**src/hdl/dop_pkg.sv**
```systemverilog
// ---------------------------------------------------------------------------
// dop_pkg
// Shared types and option codes for the DHCP options parser.
// ---------------------------------------------------------------------------
`default_nettype none

package dop_pkg;

	localparam logic [7:0] OPT_PAD    = 8'd0;
	localparam logic [7:0] OPT_MASK   = 8'd1;
	localparam logic [7:0] OPT_ROUTER = 8'd3;
	localparam logic [7:0] OPT_DNS    = 8'd6;
	localparam logic [7:0] OPT_LEASE  = 8'd51;
	localparam logic [7:0] OPT_TYPE   = 8'd53;
	localparam logic [7:0] OPT_SERVER = 8'd54;
	localparam logic [7:0] OPT_END    = 8'd255;

	localparam int FLAG_MASK   = 0;
	localparam int FLAG_ROUTER = 1;
	localparam int FLAG_DNS    = 2;
	localparam int FLAG_SERVER = 3;
	localparam int FLAG_TYPE   = 4;
	localparam int FLAG_LEASE  = 5;

	localparam int OUT_TDATA_W = 176;

	typedef enum logic [1:0] {
		PH_CODE,
		PH_LEN,
		PH_VALUE
	} phase_t;

	typedef struct packed {
		logic        end_seen;
		logic [5:0]  found_flags;
		logic [31:0] lease_seconds;
		logic [7:0]  message_type;
		logic [31:0] server_id;
		logic [31:0] dns_addr;
		logic [31:0] gateway_addr;
		logic [31:0] subnet_mask;
	} result_t;

endpackage

`default_nettype wire

```
**src/hdl/dop_parser.sv**
```systemverilog
// ---------------------------------------------------------------------------
// dop_parser
// Option record walker: tracks code/length/value phase and collects values.
// ---------------------------------------------------------------------------
`default_nettype none

module dop_parser
	import dop_pkg::*;
(
	input  wire logic       clk,
	input  wire logic       arst_n,
	input  wire logic       step,
	input  wire logic [7:0] data_byte,
	input  wire logic       last_byte,
	output logic            emit,
	output result_t         result
);

	phase_t      phase_q, phase_n;
	logic [7:0]  code_q, code_n;
	logic [7:0]  left_q, left_n;
	logic [2:0]  cnt_q, cnt_n;
	logic [31:0] shift_q, shift_n;
	logic [31:0] mask_q, mask_n;
	logic [31:0] router_q, router_n;
	logic [31:0] dns_q, dns_n;
	logic [31:0] server_q, server_n;
	logic [7:0]  type_q, type_n;
	logic [31:0] lease_q, lease_n;
	logic [5:0]  found_q, found_n;
	logic        done_q, done_n;
	logic        end_hit;

	// next state
	always_comb begin
		phase_n  = phase_q;
		code_n   = code_q;
		left_n   = left_q;
		cnt_n    = cnt_q;
		shift_n  = shift_q;
		mask_n   = mask_q;
		router_n = router_q;
		dns_n    = dns_q;
		server_n = server_q;
		type_n   = type_q;
		lease_n  = lease_q;
		found_n  = found_q;
		done_n   = done_q;
		end_hit  = 1'b0;
		if (step) begin
			if (done_q) begin
				if (last_byte) begin
					done_n = 1'b0;
				end
			end else begin
				case (phase_q)
					PH_CODE: begin
						if (data_byte == OPT_END) begin
							end_hit = 1'b1;
							done_n  = ~last_byte;
						end else if (data_byte != OPT_PAD) begin
							code_n  = data_byte;
							phase_n = PH_LEN;
						end
					end
					PH_LEN: begin
						left_n  = data_byte;
						cnt_n   = 3'd0;
						shift_n = 32'd0;
						phase_n = (data_byte == 8'd0) ? PH_CODE : PH_VALUE;
					end
					PH_VALUE: begin
						if (cnt_q < 3'd4) begin
							shift_n = {shift_q[23:0], data_byte};
							cnt_n   = cnt_q + 3'd1;
							if (cnt_q == 3'd0 && code_q == OPT_TYPE && !found_q[FLAG_TYPE]) begin
								type_n             = data_byte;
								found_n[FLAG_TYPE] = 1'b1;
							end
							if (cnt_q == 3'd3) begin
								case (code_q)
									OPT_MASK: begin
										mask_n             = shift_n;
										found_n[FLAG_MASK] = 1'b1;
									end
									OPT_ROUTER: begin
										router_n             = shift_n;
										found_n[FLAG_ROUTER] = 1'b1;
									end
									OPT_DNS: begin
										dns_n             = shift_n;
										found_n[FLAG_DNS] = 1'b1;
									end
									OPT_SERVER: begin
										server_n             = shift_n;
										found_n[FLAG_SERVER] = 1'b1;
									end
									OPT_LEASE: begin
										if (!found_q[FLAG_LEASE]) begin
											lease_n             = shift_n;
											found_n[FLAG_LEASE] = 1'b1;
										end
									end
									default: begin
									end
								endcase
							end
						end
						left_n = left_q - 8'd1;
						if (left_q == 8'd1) begin
							phase_n = PH_CODE;
						end
					end
					default: begin
						phase_n = PH_CODE;
					end
				endcase
			end
		end
	end

	// outputs
	always_comb begin
		emit                 = step && !done_q && (end_hit || last_byte);
		result.end_seen      = end_hit;
		result.found_flags   = found_n;
		result.lease_seconds = lease_n;
		result.message_type  = type_n;
		result.server_id     = server_n;
		result.dns_addr      = dns_n;
		result.gateway_addr  = router_n;
		result.subnet_mask   = mask_n;
	end

	always_ff @(posedge clk or negedge arst_n) begin
		if (!arst_n) begin
			phase_q  <= PH_CODE;
			code_q   <= 8'd0;
			left_q   <= 8'd0;
			cnt_q    <= 3'd0;
			shift_q  <= 32'd0;
			mask_q   <= 32'd0;
			router_q <= 32'd0;
			dns_q    <= 32'd0;
			server_q <= 32'd0;
			type_q   <= 8'd0;
			lease_q  <= 32'd0;
			found_q  <= 6'd0;
			done_q   <= 1'b0;
		end else begin
			done_q <= done_n;
			if (emit) begin
				phase_q  <= PH_CODE;
				code_q   <= 8'd0;
				left_q   <= 8'd0;
				cnt_q    <= 3'd0;
				shift_q  <= 32'd0;
				mask_q   <= 32'd0;
				router_q <= 32'd0;
				dns_q    <= 32'd0;
				server_q <= 32'd0;
				type_q   <= 8'd0;
				lease_q  <= 32'd0;
				found_q  <= 6'd0;
			end else begin
				phase_q  <= phase_n;
				code_q   <= code_n;
				left_q   <= left_n;
				cnt_q    <= cnt_n;
				shift_q  <= shift_n;
				mask_q   <= mask_n;
				router_q <= router_n;
				dns_q    <= dns_n;
				server_q <= server_n;
				type_q   <= type_n;
				lease_q  <= lease_n;
				found_q  <= found_n;
			end
		end
	end

	a_clear_after_emit: assert property (@(posedge clk) disable iff (!arst_n)
		emit |=> (found_q == 6'd0 && phase_q == PH_CODE))
		else $error("state not cleared after result");

	a_done_idle: assert property (@(posedge clk) disable iff (!arst_n)
		done_q |-> (found_q == 6'd0 && phase_q == PH_CODE))
		else $error("parse state live while skipping trailer");

	a_cnt_range: assert property (@(posedge clk) disable iff (!arst_n)
		cnt_q <= 3'd4)
		else $error("value count out of range");

	a_no_emit_in_trailer: assert property (@(posedge clk) disable iff (!arst_n)
		done_q |-> !emit)
		else $error("result during trailer skip");

endmodule

`default_nettype wire

```
**src/hdl/dhcp_option_parser_top.sv**
```systemverilog
// ---------------------------------------------------------------------------
// dhcp_option_parser_top
// DHCP options area parser with stream ports and a two-slot result buffer.
// ---------------------------------------------------------------------------
// Throughput: one input beat per cycle while the skid slot is empty.
// Result: registered into the output buffer when the beat holding the end option
//   or the last byte is accepted.
// A two-slot output buffer lets input keep flowing while a result waits;
//   input stalls only when both slots are full.
// Reset: asynchronous, clears parse state, stored values and output buffer valid flags.
`default_nettype none

module dhcp_option_parser_top
	import dop_pkg::*;
(
	input  wire logic                   clk,
	input  wire logic                   arst_n,
	input  wire logic                   s_axis_tvalid,
	output logic                        s_axis_tready,
	input  wire logic [7:0]             s_axis_tdata,  // [7:0] data_byte
	input  wire logic                   s_axis_tlast,  // last_byte
	output logic                        m_axis_tvalid,
	input  wire logic                   m_axis_tready,
	// [31:0] subnet_mask, [63:32] gateway_addr, [95:64] dns_addr,
	// [127:96] server_id, [135:128] message_type, [167:136] lease_seconds,
	// [173:168] found_flags, [175:174] zero
	output logic [OUT_TDATA_W-1:0]      m_axis_tdata,
	output logic                        m_axis_tuser   // end_seen
);

	logic    step;
	logic    emit;
	result_t result;
	result_t main_q, skid_q;
	logic    main_v_q, skid_v_q;
	logic    pop;

	assign s_axis_tready = ~skid_v_q;
	assign step          = s_axis_tvalid & s_axis_tready;
	assign pop           = main_v_q & m_axis_tready;

	dop_parser u_parser (
		.clk       (clk),
		.arst_n    (arst_n),
		.step      (step),
		.data_byte (s_axis_tdata),
		.last_byte (s_axis_tlast),
		.emit      (emit),
		.result    (result)
	);

	always_ff @(posedge clk or negedge arst_n) begin
		if (!arst_n) begin
			main_v_q <= 1'b0;
			skid_v_q <= 1'b0;
		end else begin
			if (!main_v_q || pop) begin
				if (skid_v_q) begin
					main_v_q <= 1'b1;
					skid_v_q <= 1'b0;
				end else begin
					main_v_q <= emit;
				end
			end else if (emit) begin
				skid_v_q <= 1'b1;
			end
		end
	end

	always_ff @(posedge clk) begin
		if (!main_v_q || pop) begin
			if (skid_v_q) begin
				main_q <= skid_q;
			end else if (emit) begin
				main_q <= result;
			end
		end else if (emit) begin
			skid_q <= result;
		end
	end

	assign m_axis_tvalid = main_v_q;
	assign m_axis_tuser  = main_q.end_seen;
	assign m_axis_tdata  = {2'b00, main_q.found_flags, main_q.lease_seconds,
		main_q.message_type, main_q.server_id, main_q.dns_addr,
		main_q.gateway_addr, main_q.subnet_mask};

	a_skid_needs_main: assert property (@(posedge clk) disable iff (!arst_n)
		skid_v_q |-> main_v_q)
		else $error("skid slot full with main slot empty");

	a_no_emit_when_full: assert property (@(posedge clk) disable iff (!arst_n)
		skid_v_q |-> !emit)
		else $error("result produced with buffer full");

	a_held_until_taken: assert property (@(posedge clk) disable iff (!arst_n)
		(main_v_q && !m_axis_tready) |=> main_v_q)
		else $error("result dropped before being taken");

endmodule

`default_nettype wire

```
**config.mk**
```make
export PLATFORM = sky130hd
export DESIGN_NAME = dhcp_option_parser_top
export DESIGN_NICKNAME = d
export VERILOG_FILES = /design/src/hdl/dop_pkg.sv /design/src/hdl/dop_parser.sv /design/src/hdl/dhcp_option_parser_top.sv
export SDC_FILE = /design/constraint.sdc
export NUM_CORES = 1
export LEC_CHECK = 0
export ABC_AREA = 1
export BUFFER_PORTS_ARGS = -buffer_cell sky130_fd_sc_hd__buf_2
export CORE_MARGIN = 2
export CORE_UTILIZATION = 57
export CTS_BUF_LIST = sky130_fd_sc_hd__clkbuf_16
export DETAILED_ROUTE_END_ITERATION = 10
export GPL_TIMING_DRIVEN = 0
export HOLD_SLACK_MARGIN = 0.08
export PLACE_DENSITY = 0.77
export RECOVER_POWER = 100
export SLEW_MARGIN = 5
export SYNTH_ARGS = -nofsm -noshare
export SYNTH_HDL_FRONTEND = slang
export SYNTH_SLANG_ARGS = --single-unit
```
**constraint.sdc**
```tcl
create_clock -name clk -period 10.4 [get_ports clk]
set_clock_uncertainty 0.15 [all_clocks]
set_input_delay 0.52 -clock clk [delete_from_list [all_inputs] [get_ports clk]]
set_output_delay 0.52 -clock clk [all_outputs]
set_load 0.01 [all_outputs]
```
==> flow_summary.ini, run 1 <==
[final_layout]
layout.nets = 2537
finalInstanceArea_mm2 = 0.0262
fillers = 3127
multiInputGateArea_mm2 = 0.00520
ff_latch_area_mm2 = 0.0161
areaGrowthSynthToFinish_pct = 13.2
antenna_cells = 0
drive_gt1_share_pct = 3.94

[setup_path]
crit_type = flip-flop to flip-flop
regToRegEndpoint = skid_q[53]
r2r_cells = 8
rrSetupSlack_ps = 3610
critPathCaptureType = flip-flop
critPathBufInv = 4
worstPathArrival_ps = 6830
startpoint_type = flip-flop
path_depth = 8
cp_slowest_cell = nor2_1
reg2reg_from = skid_v_q
crit_end = skid_q[53]
cpMostUsedCell = clkbuf_1
crit_required_ps = 10440
cp_top_family = buffers and inverters
critical_path.startpoint = skid_v_q
crit_path_max_incr_delay_ps = 1710
path_max_fanout = 32
cp_cell_sequence = inv_1 > nand2_1 > nor2_1 > nand2_1 > clkbuf_1 > nor2_1 > clkbuf_1 > clkbuf_1

[global_routing]
gr-total-overflow = 0
grt_pass1_vias = 16100
grt_max_degree = 82
antenna_found_initial = 1
grt_pass1_wl_mm = 87.6
grtUsageTotal_pct = 27.5

[synth]
syn_inst = 2266
synth_edf_count = 350
avgSynthCellArea_um2 = 10.2
synth-main-ff-cell = edfxtp_1
syn-cell-area_mm2 = 0.0231
synth.largest_area_cell = edfxtp_1
ys_types = 30
yosys_warnings = 0
synth_top_area_share_pct = 45.5
synth.most_common_cell = nand2_1
synth_area_leaders = edfxtp_1 (45%), dfrtp_1 (24%), nand2_1 (9.6%)
synth_async_sr_flop_share_pct = 38.8
synth_seq_area_share_pct = 69.5
synth_common_cells = nand2_1 (591), edfxtp_1 (350), inv_1 (345)
synth_seq_cells = 572

[power]
seqPwrFrac_pct = 53.8
p_int_mw = 3.60
switchingPower_mw = 1.22
power_frac_comb_pct = 8.4
power_density_mw_per_mm2 = 184
peakVddDrop_v = 0.000131
swShare_pct = 25.2
p_clk_share_pct = 37.7
cellLeakagePower_nw = 12.7

[die]
dieArea_mm2 = 0.0422
start_util_pct = 57.9
die_x_um = 205
dieHeight_um = 205
io_pins = 192
fp-row-count = 73
core_area_mm2 = 0.0399

[clocking]
numCtsBuffers = 55
cts_sinks = 572
cts_max_path_buffers = 3
clk_latency_ps = 600
clk_pin_slew_ps = 60
tritoncts = done
h-tree-depth = 2
cts_root_buffer = clkbuf_16

[sta]
fmax_ghz = 0.147
finalMaxSlewViolations = 337
finalHoldViolCount = 0
max-slew-margin-rel_pct = -153
fin_crit_sh_pct = 65.3
worst_slack_ps = 3610
worst_pin_slew_ps = 3790
period_needed_ps = 6790
rsz0062_at_grt = no
finalSetupViolCount = 0
holdWs_ps = 73.2

[outcome]
status = finished, violations left
violations = capacitance limit, slew limit

[routing]
drtIter0Drc = 1464
vias_per_cell = 5.41
postRouteAntennaNets = 0
drt_wl_total_mm = 56.7
drtPass1Iterations = 5
drc = 0
routedWlPerCell_um = 18.4
vias = 16700

[placed_design]
port_buffers = 181
hpwl_mm = 38.2
place_area_mm2 = 0.0250
dp_slack_ps = 6230
gp_congestion = 0.900

[job]
drv_cap = 10

[min_path]
min_path_type = primary input to flip-flop
[worst reg2reg max path, delay by kind of cell, from the launching register on]
family | cells | cell delay (ps)
buffers and inverters | 4 | 3520
DFF | 1 | 470
and+or+nand+nor | 4 | 2210
[how the worst min path moves through the flow]
stage / start / depth (start not counted) / to / slack, ps
5_1_grt: m_axis_tready / 4 / skid_v_q / 100
2_1_floorplan: arst_n / 0 / m_axis_tvalid / 70
4_1_cts: s_axis_tvalid / 4 / u_parser.done_q / 130
3_5_place_dp: u_parser.phase_q[0] / 2 / u_parser.phase_q[0] / 340
3_3_place_gp: u_parser.phase_q[0] / 2 / u_parser.phase_q[0] / 330
6_report: m_axis_tready / 4 / skid_v_q / 70
[cell type report]
cell class	count	area share [%]
clock buffer	55	5.26
buffer	116	1.76
timing repair buffer	195	3.26
sequential	572	61.4
inverter	348	4.99
multi-input combinational	1231	19.9
clock inverter	46	0.928
tap	525	2.51
[cell families after synthesis]
logic type / Yosys count / share of synthesized area (%)
compound gates: 329 / 7.17
xor+xnor: 1 / 0.0379
fa+ha+maj: 5 / 0.271
flops: 572 / 69.5
other cells: 1 / 0.0162
buf+inv: 464 / 7.89
simple gates: 894 / 15.1
[power groups by stage]
stage / Combinational (mW) / Clock, mW / Sequential, mW
2_1_floorplan: 0.241 / 0 / 2.64
3_3_place_gp: 0.398 / 0 / 2.66
3_5_place_dp: 0.426 / 0 / 2.63
4_1_cts: 0.430 / 1.84 / 2.59
5_1_grt: 0.455 / 1.93 / 2.60
6_report: 0.407 / 1.82 / 2.59
[cells in the final DEF, fill, tap and decap left out, types with 5 or more instances in the layout]
| cell | netlist | routed |
|---|---|---|
| buf_2 | 52 | 18 |
| nand2_1 | 591 | 592 |
| clkbuf_1 | 48 | 281 |
| nor2_1 | 214 | 216 |
| ha_1 | 5 | 5 |
| clkinv_2 | 0 | 10 |
| dfrtp_1 | 222 | 222 |
| nand3_1 | 73 | 76 |
| a21oi_1 | 36 | 37 |
| o21ai_1 | 105 | 9 |
| clkinv_1 | 0 | 12 |
| clkbuf_16 | 0 | 55 |
| inv_1 | 345 | 362 |
| edfxtp_1 | 350 | 350 |
| o21ai_0 | 181 | 277 |
[per-layer routing]
metal | global-route usage, % | part of all wire, %
met5 | 0 | 0
met4 | 11.1 | 3.3
met3 | 4.15 | 8.7
met2 | 44.5 | 48
met1 | 37.9 | 40
[registers in the layout (all words and copies together), names as in the netlist]
signal	cells
u_parser.phase_q	2
u_parser.shift_q	24
u_parser.mask_q	32
skid_q	175
u_parser.server_q	32
u_parser.done_q	1
m_axis_tuser	1
u_parser.cnt_q	3
u_parser.found_q	6
m_axis_tvalid	1
u_parser.router_q	32
u_parser.lease_q	32
u_parser.left_q	8
m_axis_tdata	174
u_parser.dns_q	32
skid_v_q	1
u_parser.code_q	8
u_parser.type_q	8
[per-stage QoR]
step	cells	setup TNS, ps	utilization (%)	total power, mW
2_1_floorplan	2267	0	-	2.88
3_3_place_gp	2973	-965090	61.9	3.06
3_5_place_dp	2985	0	62.6	3.06
4_1_cts	3088	0	66.7	4.86
5_1_grt	3088	0	65.6	4.99
6_report	3088	0	65.6	4.82
[timing repair]
item	in CTS	in global routing
hold buffers	2	0
setup buffers	0	0
setup endpoints to repair	0	0
hold endpoints to repair	65	0
gates resized for setup	0	0
Note: power is estimated with default switching activity, not from simulation.
==> run 2, diff against run 1 <==
clock period = 7 ns   (was 10.4 ns; I/O delays follow)
==> run 2 against run 1 <==
The run still ends with capacitance limit, slew limit left. Design area up 1.5%. Die area is the same. Worst hold slack worse by 1.9 ps. Critical path depth rose by 4. Wire length is 0.28% higher. Total power rose by 54%. Worst setup slack lost 1600 ps. Sequential share of layout area down 0.91 points. Cell count increased by 0.49%. Count of clock-buffer cells in the layout up 1. Flip-flop and latch count is the same. Register-to-register slack got worse by 1100 ps.
==> flow_summary.ini, run 2 (synthesis results as in run 1) <==
[setup_path]
startpoint_type = primary input
cp_top_family = buffers and inverters
r2r_cells = 9
rrSetupSlack_ps = 2480
critPathCaptureType = flip-flop
crit_required_ps = 7150
cp_cell_sequence = dlygate4sd3_1 > clkbuf_1 > nand2_1 > nor2_1 > nand2_1 > o21ai_0 > nand2_1 > clkbuf_1 > nor2_1 > clkbuf_1 > buf_12 > buf_16
worstPathArrival_ps = 5130
critPathBufInv = 6
crit_type = primary input to flip-flop
path_max_fanout = 27
reg2reg_from = skid_v_q
regToRegEndpoint = skid_q[124]
cp_slowest_cell = clkbuf_1
crit_path_max_incr_delay_ps = 1260

[sta]
finalHoldViolCount = 0
finalMaxSlewViolations = 172
fin_crit_sh_pct = 71.1
rsz0062_at_grt = no
worst_pin_slew_ps = 3050
period_needed_ps = 4980
max-slew-margin-rel_pct = -103
fmax_ghz = 0.201
finalSetupViolCount = 0

[global_routing]
grtUsageTotal_pct = 27.6
grt_pass1_wl_mm = 88.2
gr-total-overflow = 0
antenna_found_initial = 1
grt_pass1_vias = 16200
grt_max_degree = 117

[job]
drv_cap = 3

[min_path]
holdPathEnd = u_parser.phase_q[0]
min_path_type = primary input to flip-flop
min_path_cells = 5
min_from = s_axis_tvalid

[power]
swShare_pct = 24.6
power_frac_comb_pct = 8.4
switchingPower_mw = 1.83
power_density_mw_per_mm2 = 280
power.total_mw = 7.44
seqPwrFrac_pct = 51.8
p_clk_share_pct = 39.8
cellLeakagePower_nw = 12.9
p_int_mw = 5.60
peakVddDrop_v = 0.000230

[final_layout]
largest_register_ffs = 175
drive_gt1_share_pct = 4.54
layout.nets = 2548
final_util_pct = 66.5
regMostFlops = skid_q
layout_common_cells = nand2_1 (592), inv_1 (362), edfxtp_1 (350), o21ai_0 (277), clkbuf_1 (271)
final_common_cell = nand2_1
finalInstanceArea_mm2 = 0.0266
areaGrowthSynthToFinish_pct = 14.9
final_cells = 3103

[die]
dieArea_mm2 = 0.0422
die_x_um = 205
io_pins = 192
fp-row-count = 73
core_area_mm2 = 0.0399
start_util_pct = 57.9
dieHeight_um = 205

[routing]
wl_met1_mm = 23.1
drtPass1Iterations = 8
vias = 16700
postRouteAntennaNets = 0
top_layer = met5
drt_wl_total_mm = 56.9
wl_met3_mm = 4.66
vias_per_cell = 5.38
drtIter0Drc = 1640
routedWlPerCell_um = 18.3
wl_met2_mm = 26.9
drc = 0

[placed_design]
port_buffers = 181
hpwl_mm = 38.3
gp_congestion = 0.892
place_area_mm2 = 0.0250
dp.cells = 2986

[clocking]
hold_buffers = 12
cts_resized = 0
cts_sinks = 572
h-tree-depth = 2
cts_max_path_buffers = 3
post-cts-setup-buffers = 0
numCtsBuffers = 55
clk_latency_ps = 610
clk_pin_slew_ps = 60
tritoncts = done
cts_root_buffer = clkbuf_16

[outcome]
violations = capacitance limit, slew limit
status = finished, violations left
==> run 2: worst max path at each step <==
| stage | end | depth (start not counted) | from |
|---|---|---|---|
| after floorplan | m_axis_tdata[0] | 8 | u_parser.phase_q[1] |
| after global placement | m_axis_tdata[29] | 5 | skid_v_q |
| after detailed placement | m_axis_tdata[29] | 8 | skid_v_q |
| after CTS | m_axis_tdata[25] | 8 | skid_v_q |
| after global routing | skid_q[164] | 12 | s_axis_tdata[1] |
| final | skid_q[124] | 12 | s_axis_tdata[1] |
==> run 2: tightest hold or removal path: stages <==
cell	delay [ps]
buf_2	120
nand3_2	110
nor2_1	90
nand3_1	70
nand2_1	50
==> run 2: per-layer routing <==
metal / track usage, % / vias up
li1: - / 7741
met1: 38.3 / 8044
met2: 43.8 / 756
met3: 4.29 / 150
met4: 11.7 / 2
met5: 0 / -
==> run 2: layout make-up <==
type,count,area [um2]
Buffer,116,465
Fill cell,3062,13400
Antenna cell,1,2.50
Clock buffer,56,1400
Inverter,348,1310
Tap cell,525,657
Clock inverter,48,407
Sequential cell,572,16100
Timing Repair Buffer,206,1040
Multi-Input combinational cell,1231,5220
==> run 2: through the flow <==
stage | setup WS (ps) | hold slack, ps | TNS [ps]
2_1_floorplan | 448 | -95.6 | 0
5_1_grt | 1790 | 104 | 0
3_5_place_dp | 3210 | 307 | 0
4_1_cts | 3190 | 88.4 | 0
6_report | 2020 | 71.3 | 0
3_3_place_gp | -1850 | 325 | -633770
==> run 2: power groups by stage <==
stage / combinational, mW / sequential (mW) / clock (mW)
floorplan: 0.359 / 3.91 / 0
global placement: 0.591 / 3.93 / 0
detailed placement: 0.638 / 3.91 / 0
CTS: 0.648 / 3.84 / 2.99
global route: 0.696 / 3.86 / 3.13
finish: 0.627 / 3.85 / 2.96
==> run 3, diff against run 2 <==
CORE_UTILIZATION = 54   (was 57)
PLACE_DENSITY = 0.76   (was 0.77)
clock period = 4.1 ns   (was 7 ns; I/O delays follow)
==> run 3 against run 2 <==
Global-route usage decreased by 1.5 points. Cell count rose by 0.39%. Non-clock buffer count is 1 lower. The run still ends with capacitance limit, slew limit left. Flip-flop and latch count stayed put. Total power up 71%. Design area hardly changed. Critical path type is now flip-flop to flip-flop. Critical endpoint is now m_axis_tdata[52]. Highest routed layer is now met4. Worst hold slack better by 280 ps. Via count fell by 0.87%. Count of clock-buffer cells in the layout increased by 2. First-iteration DRC count shrank 1.9%. Sequential share of layout area is 0.057 points lower.
==> flow_summary.ini, run 3 (synthesis results as in run 1) <==
[outcome]
status = finished, violations left
violations = capacitance limit, slew limit

[routing]
vias_per_cell = 5.31
drc = 0
postRouteAntennaNets = 0
drtIter0Drc = 1609
drtPass1Iterations = 8
drt_wl_total_mm = 57.5
routedWlPerCell_um = 18.5
vias = 16500

[die]
core_area_mm2 = 0.0421
die_x_um = 211
dieHeight_um = 211
fp-row-count = 75
dieArea_mm2 = 0.0445
io_pins = 192
start_util_pct = 54.9

[sta]
finalSetupViolCount = 0
fmax_ghz = 0.259
max-slew-margin-rel_pct = -90.5
worst_pin_slew_ps = 2860
finalHoldViolCount = 0
finalMaxSlewViolations = 111
period_needed_ps = 3870
rsz0062_at_grt = no
worst_slack_ps = 233
fin_crit_sh_pct = 94.3
holdWs_ps = 356

[final_layout]
final_cells = 3115
drive_gt1_share_pct = 5.09
final_common_cell = nand2_1
antenna_cells = 0
regMostFlops = skid_q
layout_common_cells = nand2_1 (592), inv_1 (365), edfxtp_1 (350), o21ai_0 (285), clkbuf_1 (257)
areaGrowthSynthToFinish_pct = 15.0
largest_register_ffs = 175
layout.nets = 2548

[min_path]
holdPathEnd = u_parser.left_q[7]
min_from = u_parser.left_q[7]
min_path_cells = 2
min_path_type = flip-flop to flip-flop

[setup_path]
cp_slowest_cell = clkbuf_1
crit_required_ps = 4210
path_max_fanout = 37
startpoint_type = flip-flop
critPathCaptureType = flip-flop
cp_cell_sequence = buf_2 > buf_2 > clkbuf_1 > nor2_4 > nor2_4 > buf_12 > buf_4
crit_type = flip-flop to flip-flop
critPathBufInv = 5
cp_top_family = buffers and inverters
r2r_cells = 7
rrSetupSlack_ps = 230
regToRegEndpoint = m_axis_tdata[52]
worstPathArrival_ps = 3970
reg2reg_from = skid_v_q
crit_path_max_incr_delay_ps = 730

[clocking]
clk_latency_ps = 620
clk_pin_slew_ps = 60
numCtsBuffers = 56
tritoncts = done
hold_buffers = 13
cts_root_buffer = clkbuf_16
cts_resized = 0
cts_sinks = 572
cts_max_path_buffers = 3
post-cts-setup-buffers = 0
h-tree-depth = 2

[power]
peakVddDrop_v = 0.000287
cellLeakagePower_nw = 12.9
power_density_mw_per_mm2 = 480
power.total_mw = 12.8

[global_routing]
gr-total-overflow = 0
grt_max_degree = 114
antenna_found_initial = 0
grt_pass1_vias = 15900
grt_pass1_wl_mm = 88.4
grtUsageTotal_pct = 26.1

[job]
drv_cap = 1

[placed_design]
port_buffers = 181
dp_slack_ps = 283
hpwl_mm = 38.3
dp.cells = 2998
gp_congestion = 0.858
[run 3: worst reg2reg max path, delay by kind of cell, from the launching register on]
family | cells | cell delay (ps)
flip-flops | 1 | 490
AND/OR/NAND/NOR | 2 | 680
buffers and inverters | 5 | 2190
[run 3: area by class of cell]
| class | instances | area (um2) |
|---|---|---|
| Sequential cell | 572 | 16100 |
| Fill cell | 3387 | 15500 |
| Multi-Input combinational cell | 1231 | 5240 |
| Clock buffer | 58 | 1450 |
| Inverter | 348 | 1310 |
| Timing Repair Buffer | 205 | 992 |
| Tap cell | 539 | 674 |
| Buffer | 116 | 480 |
| Clock inverter | 46 | 373 |
[run 3: worst max path at each step]
stage                              startpoint                 to  cells after the start  slack (ps)
after floorplan           u_parser.phase_q[1]    m_axis_tdata[0]                      8        -330
after global placement               skid_v_q   m_axis_tdata[85]                      5       -2060
after detailed placement             skid_v_q   m_axis_tdata[53]                      8         280
after CTS                            skid_v_q  m_axis_tdata[115]                      8         290
after global routing                 skid_v_q   m_axis_tdata[75]                      7         100
final                                skid_v_q   m_axis_tdata[52]                      7         230
[run 3: power breakdown]
group | internal, mW | switching, mW | total (mW) | leakage, nW
sequential | 6.37 | 0.201 | 6.57 | 6.42
clock | 2.93 | 2.18 | 5.12 | 0.968
combinational | 0.282 | 0.781 | 1.06 | 5.53
total | 9.59 | 3.17 | 12.8 | 12.9
[run 3: metal layers]
layer	wire length, um	track usage, %	share of wire [%]	up-vias
met1	24100	36.1	42	8016
met3	4320	3.84	7.5	113
met4	1720	9.25	3.0	0
li1	-	-	-	7747
met2	27400	42.6	48	671
met5	0	0	0	-
[run 3: stage by stage]
stage | instance area, um2 | setup TNS [ps] | util (%)
floorplan | 23200 | -101080 | -
global placement | 24800 | -911220 | 58.8
detailed placement | 25000 | 0 | 59.3
CTS | 27000 | 0 | 64.0
global route | 26600 | 0 | 63.1
finish | 26600 | 0 | 63.1
